<file path="config.mk">
export PLATFORM = sky130hd
export DESIGN_NAME = pcm_downmix_volume_dac_meter_core
export DESIGN_NICKNAME = d
export VERILOG_FILES = /design/src/rtl/pdm_pkg.sv /design/src/rtl/pcm_downmix_volume_dac_meter_core.sv /design/src/rtl/pdm_mix.sv /design/src/rtl/pdm_lane.sv
export SDC_FILE = /design/constraint.sdc
export NUM_CORES = 2
export LEC_CHECK = 0
export BUFFER_PORTS_ARGS = -buffer_cell sky130_fd_sc_hd__buf_2
export CAP_MARGIN = 25
export CORE_ASPECT_RATIO = 0.75
export CORE_MARGIN = 1.5
export CORE_UTILIZATION = 59
export CTS_BUF_LIST = sky130_fd_sc_hd__clkbuf_4 sky130_fd_sc_hd__clkbuf_8 sky130_fd_sc_hd__clkbuf_16
export DETAILED_ROUTE_END_ITERATION = 12
export PLACE_DENSITY = 0.78
export RECOVER_POWER = 50
export SYNTH_ARGS = -nofsm -noshare
export SYNTH_HDL_FRONTEND = slang
export SYNTH_SLANG_ARGS = --single-unit
</file>
<file path="constraint.sdc">
create_clock -name clock -period 7.8 [get_ports clock]
set_input_delay 0 -clock clock [delete_from_list [all_inputs] [get_ports clock]]
set_output_delay 0 -clock clock [all_outputs]
set_load 0.03 [all_outputs]
</file>
<file path="src/rtl/pdm_pkg.sv">
// Package for the PCM downmix, volume, DAC and level meter block.
// Holds payload structs, lane control types and shared constants; no dependencies.
`default_nettype none

package pdm_pkg;

   localparam int MAX_FRAMES_DEF = 1024;
   localparam int SAMPLE_W       = 16;
   localparam int SQ_W           = 31;   // a squared 16-bit sample fits in 31 bits
   localparam int VOL_W          = 9;
   localparam int DAC_W          = 8;
   localparam int LEVEL_W        = 16;
   localparam int CSR_IDX_W      = 2;
   localparam int CSR_DATA_W     = 9;

   localparam logic [VOL_W-1:0] VOL_UNITY = 9'd256;

   localparam logic [CSR_IDX_W-1:0] CSR_VOLUME = 2'd0;
   localparam logic [CSR_IDX_W-1:0] CSR_MUTE   = 2'd1;
   localparam logic [CSR_IDX_W-1:0] CSR_STEREO = 2'd2;

   localparam logic MODE_FRAME = 1'b0;
   localparam logic MODE_POP   = 1'b1;

   typedef struct packed {
      logic                       mode;
      logic signed [SAMPLE_W-1:0] left_sample;
      logic signed [SAMPLE_W-1:0] right_sample;
      logic                       last_of_chunk;
      logic                       level_channel;
   } req_type;

   typedef struct packed {
      logic [DAC_W-1:0]   dac_code;
      logic [LEVEL_W-1:0] level;
   } rsp_type;

   typedef struct packed {
      logic start;
      logic clear;
   } lane_ctrl_type;

   typedef struct packed {
      logic               busy;
      logic [LEVEL_W-1:0] held;
   } lane_stat_type;

endpackage

`default_nettype wire

</file>
<file path="src/rtl/pcm_downmix_volume_dac_meter_core.sv">
// PCM downmix, volume, 8-bit DAC encoder and RMS level meter, top level.
// Each accepted item passes through the mix registers and the EXEC state into the output
// register, which waits while the output stalls; no new item is taken before then.
// A chunk end also holds off the next item for the per-lane divide and square root.
// Synchronous reset clears configuration to unity gain, unmuted, stereo, and clears
// sums, frame count and held levels. Depends on pdm_pkg, pdm_mix, pdm_lane.
`default_nettype none

module pcm_downmix_volume_dac_meter_core #(
   parameter int MAX_FRAMES = pdm_pkg::MAX_FRAMES_DEF
) (
   input  wire logic                                clock,
   input  wire logic                                reset,
   input  wire logic                                req_valid,
   output logic                                     req_stall,
   input  wire pdm_pkg::req_type                    req_data,
   output logic                                     rsp_valid,
   input  wire logic                                rsp_stall,
   output pdm_pkg::rsp_type                         rsp_data,
   input  wire logic                                csr_valid,
   output logic                                     csr_ready,
   input  wire logic [pdm_pkg::CSR_IDX_W-1:0]       csr_index,
   input  wire logic [pdm_pkg::CSR_DATA_W-1:0]      csr_wdata
);

   localparam int CNT_W = $clog2(MAX_FRAMES + 1);
   localparam int SUM_W = pdm_pkg::SQ_W + CNT_W;

   localparam logic [1:0] ST_IDLE = 2'd0;
   localparam logic [1:0] ST_EXEC = 2'd1;
   localparam logic [1:0] ST_WAIT = 2'd2;

   logic [1:0] state_ff, state_in;
   logic [pdm_pkg::VOL_W-1:0] volume_ff, volume_in;
   logic mute_ff, mute_in;
   logic stereo_ff, stereo_in;
   logic [SUM_W-1:0] sum_l_ff, sum_l_in;
   logic [SUM_W-1:0] sum_r_ff, sum_r_in;
   logic [CNT_W-1:0] cnt_ff, cnt_in;
   logic mode_ff, last_ff, chan_ff;
   logic rsp_valid_ff, rsp_valid_in;
   pdm_pkg::rsp_type rsp_data_ff, rsp_data_in;

   logic accept;
   logic out_free;
   logic [SUM_W-1:0] sum_l_next;
   logic [SUM_W-1:0] sum_r_next;
   logic [CNT_W-1:0] cnt_next;
   logic [pdm_pkg::SQ_W-1:0] sq_left;
   logic [pdm_pkg::SQ_W-1:0] sq_right;
   logic [pdm_pkg::DAC_W-1:0] dac_code;
   pdm_pkg::lane_ctrl_type ctrl_l, ctrl_r;
   pdm_pkg::lane_stat_type stat_l, stat_r;

   assign accept    = req_valid && !req_stall;
   assign req_stall = state_ff != ST_IDLE;
   assign out_free  = !rsp_valid_ff || !rsp_stall;
   assign csr_ready = 1'b1;

   pdm_mix u_mix (
      .clock    (clock),
      .en       (accept),
      .left     (req_data.left_sample),
      .right    (req_data.right_sample),
      .stereo   (stereo_ff),
      .mute     (mute_ff),
      .volume   (volume_ff),
      .sq_left  (sq_left),
      .sq_right (sq_right),
      .dac_code (dac_code)
   );

   pdm_lane #(.SUM_W(SUM_W), .CNT_W(CNT_W)) u_lane_l (
      .clock (clock),
      .reset (reset),
      .ctrl  (ctrl_l),
      .sum   (sum_l_next),
      .count (cnt_next),
      .stat  (stat_l)
   );

   pdm_lane #(.SUM_W(SUM_W), .CNT_W(CNT_W)) u_lane_r (
      .clock (clock),
      .reset (reset),
      .ctrl  (ctrl_r),
      .sum   (sum_r_next),
      .count (cnt_next),
      .stat  (stat_r)
   );

   assign sum_l_next = sum_l_ff + SUM_W'(sq_left);
   assign sum_r_next = sum_r_ff + SUM_W'(sq_right);
   assign cnt_next   = cnt_ff + CNT_W'(1);

   always_comb begin
      volume_in = volume_ff;
      mute_in   = mute_ff;
      stereo_in = stereo_ff;
      if (csr_valid && csr_ready) begin
         case (csr_index)
            pdm_pkg::CSR_VOLUME: volume_in = csr_wdata[pdm_pkg::VOL_W-1:0];
            pdm_pkg::CSR_MUTE:   mute_in   = csr_wdata[0];
            pdm_pkg::CSR_STEREO: stereo_in = csr_wdata[0];
            default: begin
            end
         endcase
      end
   end

   // Control and result merge: frames supply the DAC code and close chunks, pops supply the level.
   always_comb begin
      state_in     = state_ff;
      sum_l_in     = sum_l_ff;
      sum_r_in     = sum_r_ff;
      cnt_in       = cnt_ff;
      rsp_valid_in = rsp_valid_ff && rsp_stall;
      rsp_data_in  = rsp_data_ff;
      ctrl_l       = '0;
      ctrl_r       = '0;
      case (state_ff)
         ST_IDLE: begin
            if (accept) begin
               state_in = ST_EXEC;
            end
         end
         ST_EXEC: begin
            if (out_free) begin
               rsp_valid_in = 1'b1;
               state_in     = ST_IDLE;
               if (mode_ff == pdm_pkg::MODE_POP) begin
                  rsp_data_in.dac_code = '0;
                  rsp_data_in.level    = chan_ff ? stat_r.held : stat_l.held;
                  ctrl_l.clear         = !chan_ff;
                  ctrl_r.clear         = chan_ff;
               end else begin
                  rsp_data_in.dac_code = dac_code;
                  rsp_data_in.level    = '0;
                  if (last_ff || (cnt_next >= CNT_W'(MAX_FRAMES))) begin
                     ctrl_l.start = 1'b1;
                     ctrl_r.start = 1'b1;
                     sum_l_in     = '0;
                     sum_r_in     = '0;
                     cnt_in       = '0;
                     state_in     = ST_WAIT;
                  end else begin
                     sum_l_in = sum_l_next;
                     sum_r_in = sum_r_next;
                     cnt_in   = cnt_next;
                  end
               end
            end
         end
         ST_WAIT: begin
            if (!stat_l.busy && !stat_r.busy) begin
               state_in = ST_IDLE;
            end
         end
         default: begin
            state_in = ST_IDLE;
         end
      endcase
   end

   always_ff @(posedge clock) begin
      if (reset) begin
         state_ff     <= ST_IDLE;
         volume_ff    <= pdm_pkg::VOL_UNITY;
         mute_ff      <= 1'b0;
         stereo_ff    <= 1'b1;
         sum_l_ff     <= '0;
         sum_r_ff     <= '0;
         cnt_ff       <= '0;
         rsp_valid_ff <= 1'b0;
      end else begin
         state_ff     <= state_in;
         volume_ff    <= volume_in;
         mute_ff      <= mute_in;
         stereo_ff    <= stereo_in;
         sum_l_ff     <= sum_l_in;
         sum_r_ff     <= sum_r_in;
         cnt_ff       <= cnt_in;
         rsp_valid_ff <= rsp_valid_in;
      end
   end

   always_ff @(posedge clock) begin
      rsp_data_ff <= rsp_data_in;
      if (accept) begin
         mode_ff <= req_data.mode;
         last_ff <= req_data.last_of_chunk;
         chan_ff <= req_data.level_channel;
      end
   end

   assign rsp_valid = rsp_valid_ff;
   assign rsp_data  = rsp_data_ff;

endmodule

`default_nettype wire

</file>
<file path="src/rtl/pdm_mix.sv">
// Downmix, gain and square stage: registers the squared samples and the scaled
// sample, and encodes the DAC code from the latter. Depends on pdm_pkg.
`default_nettype none

module pdm_mix (
   input  wire logic                                clock,
   input  wire logic                                en,
   input  wire logic signed [pdm_pkg::SAMPLE_W-1:0] left,
   input  wire logic signed [pdm_pkg::SAMPLE_W-1:0] right,
   input  wire logic                                stereo,
   input  wire logic                                mute,
   input  wire logic [pdm_pkg::VOL_W-1:0]           volume,
   output logic [pdm_pkg::SQ_W-1:0]                 sq_left,
   output logic [pdm_pkg::SQ_W-1:0]                 sq_right,
   output logic [pdm_pkg::DAC_W-1:0]                dac_code
);

   logic signed [16:0] pair_sum;
   logic signed [16:0] pair_adj;
   logic signed [15:0] mixed;
   logic signed [15:0] right_eff;
   logic [pdm_pkg::VOL_W-1:0] gain;
   logic signed [24:0] prod_in;
   logic signed [24:0] prod_ff;
   logic signed [31:0] pl;
   logic signed [31:0] pr;
   logic [pdm_pkg::SQ_W-1:0] sq_left_ff;
   logic [pdm_pkg::SQ_W-1:0] sq_right_ff;
   logic [24:0] biased;

   // Average truncates toward zero: bump negative sums up by one before the shift.
   assign pair_sum  = 17'(left) + 17'(right);
   assign pair_adj  = pair_sum + (pair_sum[16] ? 17'sd1 : 17'sd0);
   assign mixed     = stereo ? pair_adj[16:1] : left;
   assign right_eff = stereo ? right : left;

   assign gain = mute ? '0 : ((volume > pdm_pkg::VOL_UNITY) ? pdm_pkg::VOL_UNITY : volume);

   assign prod_in = 25'(mixed) * $signed({16'd0, gain});
   assign pl      = 32'(left) * 32'(left);
   assign pr      = 32'(right_eff) * 32'(right_eff);

   always_ff @(posedge clock) begin
      if (en) begin
         prod_ff     <= prod_in;
         sq_left_ff  <= pl[pdm_pkg::SQ_W-1:0];
         sq_right_ff <= pr[pdm_pkg::SQ_W-1:0];
      end
   end

   assign biased   = prod_ff + 25'h080_0000;
   assign dac_code = biased[23:16];
   assign sq_left  = sq_left_ff;
   assign sq_right = sq_right_ff;

endmodule

`default_nettype wire

</file>
<file path="src/rtl/pdm_lane.sv">
// One metering lane: bit-serial divide of the chunk sum by the frame count, then a
// two-bits-per-cycle integer square root, then the held-peak update. Depends on pdm_pkg.
`default_nettype none

module pdm_lane #(
   parameter int SUM_W = 42,
   parameter int CNT_W = 11
) (
   input  wire logic                         clock,
   input  wire logic                         reset,
   input  wire pdm_pkg::lane_ctrl_type       ctrl,
   input  wire logic [SUM_W-1:0]             sum,
   input  wire logic [CNT_W-1:0]             count,
   output pdm_pkg::lane_stat_type            stat
);

   localparam int RAD_W  = SUM_W + (SUM_W % 2);
   localparam int ROOT_W = RAD_W / 2;
   localparam int STEP_W = $clog2(SUM_W + 1);

   localparam logic [1:0] PH_IDLE = 2'd0;
   localparam logic [1:0] PH_DIV  = 2'd1;
   localparam logic [1:0] PH_SQRT = 2'd2;
   localparam logic [1:0] PH_DONE = 2'd3;

   logic [1:0]        phase_ff, phase_in;
   logic [STEP_W-1:0] step_ff, step_in;
   logic [SUM_W-1:0]  quo_ff, quo_in;
   logic [CNT_W-1:0]  rem_ff, rem_in;
   logic [CNT_W-1:0]  div_ff, div_in;
   logic [RAD_W-1:0]  rad_ff, rad_in;
   logic [ROOT_W:0]   srem_ff, srem_in;
   logic [ROOT_W-1:0] root_ff, root_in;
   logic [pdm_pkg::LEVEL_W-1:0] held_ff, held_in;

   logic [CNT_W:0]    trial;
   logic [CNT_W:0]    diff;
   logic              div_ge;
   logic [ROOT_W+2:0] strial;
   logic [ROOT_W+2:0] stest;
   logic [ROOT_W+2:0] sdiff;
   logic              sq_ge;

   assign trial  = {rem_ff, quo_ff[SUM_W-1]};
   assign div_ge = trial >= {1'b0, div_ff};
   assign diff   = trial - {1'b0, div_ff};

   assign strial = {srem_ff, rad_ff[RAD_W-1 -: 2]};
   assign stest  = {1'b0, root_ff, 2'b01};
   assign sq_ge  = strial >= stest;
   assign sdiff  = strial - stest;

   always_comb begin
      phase_in = phase_ff;
      step_in  = step_ff;
      quo_in   = quo_ff;
      rem_in   = rem_ff;
      div_in   = div_ff;
      rad_in   = rad_ff;
      srem_in  = srem_ff;
      root_in  = root_ff;
      held_in  = held_ff;
      case (phase_ff)
         PH_IDLE: begin
            if (ctrl.start) begin
               quo_in   = sum;
               rem_in   = '0;
               div_in   = count;
               step_in  = STEP_W'(SUM_W);
               phase_in = PH_DIV;
            end
            if (ctrl.clear) begin
               held_in = '0;
            end
         end
         PH_DIV: begin
            rem_in  = div_ge ? diff[CNT_W-1:0] : trial[CNT_W-1:0];
            quo_in  = {quo_ff[SUM_W-2:0], div_ge};
            step_in = step_ff - STEP_W'(1);
            if (step_ff == STEP_W'(1)) begin
               // The quotient is complete; hand it to the square root as radicand.
               rad_in   = RAD_W'({quo_ff[SUM_W-2:0], div_ge});
               srem_in  = '0;
               root_in  = '0;
               step_in  = STEP_W'(ROOT_W);
               phase_in = PH_SQRT;
            end
         end
         PH_SQRT: begin
            srem_in = sq_ge ? sdiff[ROOT_W:0] : strial[ROOT_W:0];
            root_in = {root_ff[ROOT_W-2:0], sq_ge};
            rad_in  = {rad_ff[RAD_W-3:0], 2'b00};
            step_in = step_ff - STEP_W'(1);
            if (step_ff == STEP_W'(1)) begin
               phase_in = PH_DONE;
            end
         end
         PH_DONE: begin
            if (root_ff > ROOT_W'(held_ff)) begin
               held_in = root_ff[pdm_pkg::LEVEL_W-1:0];
            end
            phase_in = PH_IDLE;
         end
         default: begin
            phase_in = PH_IDLE;
         end
      endcase
   end

   always_ff @(posedge clock) begin
      if (reset) begin
         phase_ff <= PH_IDLE;
         held_ff  <= '0;
      end else begin
         phase_ff <= phase_in;
         held_ff  <= held_in;
      end
   end

   always_ff @(posedge clock) begin
      step_ff <= step_in;
      quo_ff  <= quo_in;
      rem_ff  <= rem_in;
      div_ff  <= div_in;
      rad_ff  <= rad_in;
      srem_ff <= srem_in;
      root_ff <= root_in;
   end

   assign stat.busy = phase_ff != PH_IDLE;
   assign stat.held = held_ff;

endmodule

`default_nettype wire

</file>
==> impl_metrics.csv <==
group,metric,value,unit
logic_synthesis,synth_cell_type_count,91,
floorplanning,dieWidth,346,µm
clock_network,clk_pin_slew,0.06,ns
clock_network,clockBufferDepth,3,
logic_synthesis,synthSimpleGateAreaFrac,12.6,%
logic_synthesis,synthAdderAreaFrac,32.1,%
sta,fin_crit_sh,96.9,%
cells_and_area,final_area,56600,µm²
routing,wl,123000,µm
pwr,p_comb_share,69.7,%
sta,worst_slew_pin_slew,3.73,ns
setup_path,reg2reg_to,"u_mix.sq_right[29]",
floorplanning,rows,94,
pwr,internal_power,0.0138,W
logic_synthesis,synth_ff_type,"edfxtp_1",
status,violations,"max-capacitance violations, max-slew violations",
worst_hold_path,hold_class,"in2reg",
grt,grt_max_degree,88,
setup_path,worst-setup-path-type,"in2reg",
grt,grt_pass1_vias,39100,
sta,final-hold-violation-count,0,
job,drv_cap,7,
routing,routedWlPerCell,18.4,µm
sta,setup_viol,0,
cells_and_area,layout_common_cells,"inv_1, fa_1, nor2_1",
pwr,p_leak,25.6,nW
setup_path,regToRegSetupSlack,0.30,ns
placed_design,gp_congestion,0.961,
setup_path,cp_slowest_cell,"fa_1",
logic_synthesis,synth_area_per_cell,9.71,µm²
grt,grt_pass1_wl,203000,µm
routing,drc,0,
logic_synthesis,synth_xor_xnor_area_share,4.16,%
logic_synthesis,synth-edff-count,405,
routing,final_antenna_net_count,0,
setup_path,r2r_start,"stereo_ff",
sta,relSlewSlack,-149,%
sta,finClkSkew,0.0777,ns
clock_network,cts_buffers,56,
routing,vias,38600,
cells_and_area,regArea,15100,µm²
setup_path,r2r_cells,25,
placed_design,dpl_cell_area,54300,µm²
clock_network,cts.sink_count,550,
clock_network,tritoncts,"done",
pwr,power_density,440,nW/µm²
logic_synthesis,ys_async_sr_fraction,0,%
logic_synthesis,synthCells,5353,
status,run_status,"complete, but fails checks",
logic_synthesis,synth_seq_cells,550,
sta,maxSlewViolCount,380,
logic_synthesis,synth_compound_area_share,10.5,%
logic_synthesis,yosysTopAreaCellShare,23.4,%
grt,antenna_found_initial,1,
routing,drt_iter0_markers,3308,
cells_and_area,nFillCells,6922,
logic_synthesis,synth_top_family_by_area,"adder cells",
setup_path,slowest_delay,0.55,ns
cells_and_area,num-nets-final,6523,
clock_network,clock_latency,0.66,ns
pwr,switching_power,0.0111,W
setup_path,cp_max_fo,14,
sta,setup_tns,0,ns
pwr,p_sw_share,44.7,%
logic_synthesis,synthTopCellsByArea,"edfxtp_1, fa_1, ha_1",
pwr,pwr-share-seq,18.5,%
floorplanning,initial_core_util,59.4,%
cells_and_area,multiInputGateArea,32900,µm²
setup_path,cp-end-kind,"register",
routing,avgViaCountPerCell,5.77,
sta,rsz0062_at_grt,"yes",
sta,max_freq,132,MHz
setup_path,worstPathArrival,7.97,ns
logic_synthesis,syn_area,52000,µm²
setup_path,cp-startpoint,"req_data[19]",
pwr,ir_worst_vdd,0.00127,V
logic_synthesis,synth_area_leader_cell,"edfxtp_1",
pwr,clkPwrFrac,11.7,%
cells_and_area,syn_to_final_growth,8.89,%
setup_path,path_common_cell,"fa_1",
setup_path,worst_setup_path_start_kind,"input pin",
clock_network,clock-root-buffer,"clkbuf_16",
grt,grt-ovfl-total,0,
floorplanning,dieArea,89900,µm²
cells_and_area,layout_commonest_cell,"inv_1",
logic_synthesis,syn-num-nets,6389,
grt,grt_usage,28.0,%
floorplanning,core_area,87500,µm²
placed_design,dp_hpwl,94000,µm
sta,min_period,7.56,ns
floorplanning,die_y,260,µm
setup_path,cp-endpoint,"u_mix.prod_ff[23]",
floorplanning,ioPinCount,78,
logic_synthesis,ys_seq_area_share,29.0,%
setup_path,timing.critical_path.required,8.22,ns
routing,dr.pass1.iters,6,
placed_design,port_buffers,76,
logic_synthesis,synth_warnings,0,
clock_network,h-tree-depth,2,
logic_synthesis,synthMuxAreaShare,3.69,%
cells_and_area,drive_gt1_share,8.28,%
[registers in the layout, indices dropped and copies added, names as in the netlist, 22 cells and up]
signal / count
sum_l_ff: 42
u_lane_r.quo_ff: 42
u_lane_l.rad_ff: 42
u_lane_r.srem_ff: 22
u_lane_l.quo_ff: 42
rsp_data: 24
u_lane_l.srem_ff: 22
u_lane_r.rad_ff: 42
sum_r_ff: 42
u_mix.sq_left: 30
u_mix.sq_right: 30
[layer usage]
metal / GRT usage (%) / wire [µm]
met1: 40.6 / 55300
met2: 44.2 / 54800
met3: 5.35 / 10900
met4: 5.40 / 2160
met5: 0 / 0
[synthesized netlist by cell type (118+ instances only)]
master	number
a21oi_1	261
clkbuf_1	144
edfxtp_1	405
a21o_1	118
dfxtp_1	145
inv_1	919
nand2_1	437
o21ai_0	234
ha_1	403
fa_1	582
xnor2_1	144
nor2_1	477
[cells by family after synthesis]
group / count (synthesis)
AO/OA/AOI/OAI: 867
XOR/XNOR: 245
adder cells (fa/ha/maj): 985
buffers and inverters: 1096
flip-flops: 550
multiplexers: 179
other: 1
AND/OR/NAND/NOR: 1430
[worst max-delay path, delay by kind of cell]
kind / cells / cell delay [ns]
adders and majority gates: 7 / 3.27
AOI/OAI and AO/OA: 7 / 1.45
and+or+nand+nor: 9 / 1.87
xor gates and xnor gates: 3 / 0.36
buffers and inverters: 6 / 1.00
[worst min path at each step]
stage	from	to	cells after the start
CTS	req_data[34]	mode_ff	2
global route	req_data[0]	chan_ff	2
detailed placement	req_data[34]	mode_ff	1
finish	req_data[0]	chan_ff	2
global placement	req_data[34]	mode_ff	1
floorplan	req_data[0]	chan_ff	0
[stage by stage]
step           hold WS (ns)  setup slack, ns  std cells  total power [W]  util, %
5_1_grt              0.0196           -0.150       6684           0.0273     64.6
6_report             0.0447            0.245       6685           0.0249     64.6
3_3_place_gp          0.180            0.101       6550           0.0213     62.0
3_5_place_dp          0.179           -0.174       6550           0.0219     62.0
2_1_floorplan        0.0989            0.114       5353           0.0179        -
4_1_cts              0.0159           0.0277       6684           0.0249     64.7
[cell type report]
cell class | instances | share of cell area, %
inverter | 930 | 6.17
clock buffer | 78 | 2.92
tap | 1152 | 2.55
antenna | 1 | 0.00442
sequential | 550 | 26.6
timing repair buffer | 242 | 2.94
multi-input combinational | 3707 | 58.2
clock inverter | 25 | 0.604
[power groups by stage]
stage | logic, W | clock network [W] | registers (W)
CTS | 0.0173 | 0.00296 | 0.00461
global route | 0.0196 | 0.00307 | 0.00464
detailed placement | 0.0172 | 0 | 0.00467
floorplan | 0.0132 | 0 | 0.00464
finish | 0.0174 | 0.00292 | 0.00461
global placement | 0.0166 | 0 | 0.00466
[repair_timing]
item                                   in CTS  in global routing
setup buffers                               0                  0
resized for setup                           0                 16
hold buffers                               31                  0
setup endpoints to repair                   0                  8
endpoints found under the hold margin      93                  0
Power figures use the tool's default switching activity.
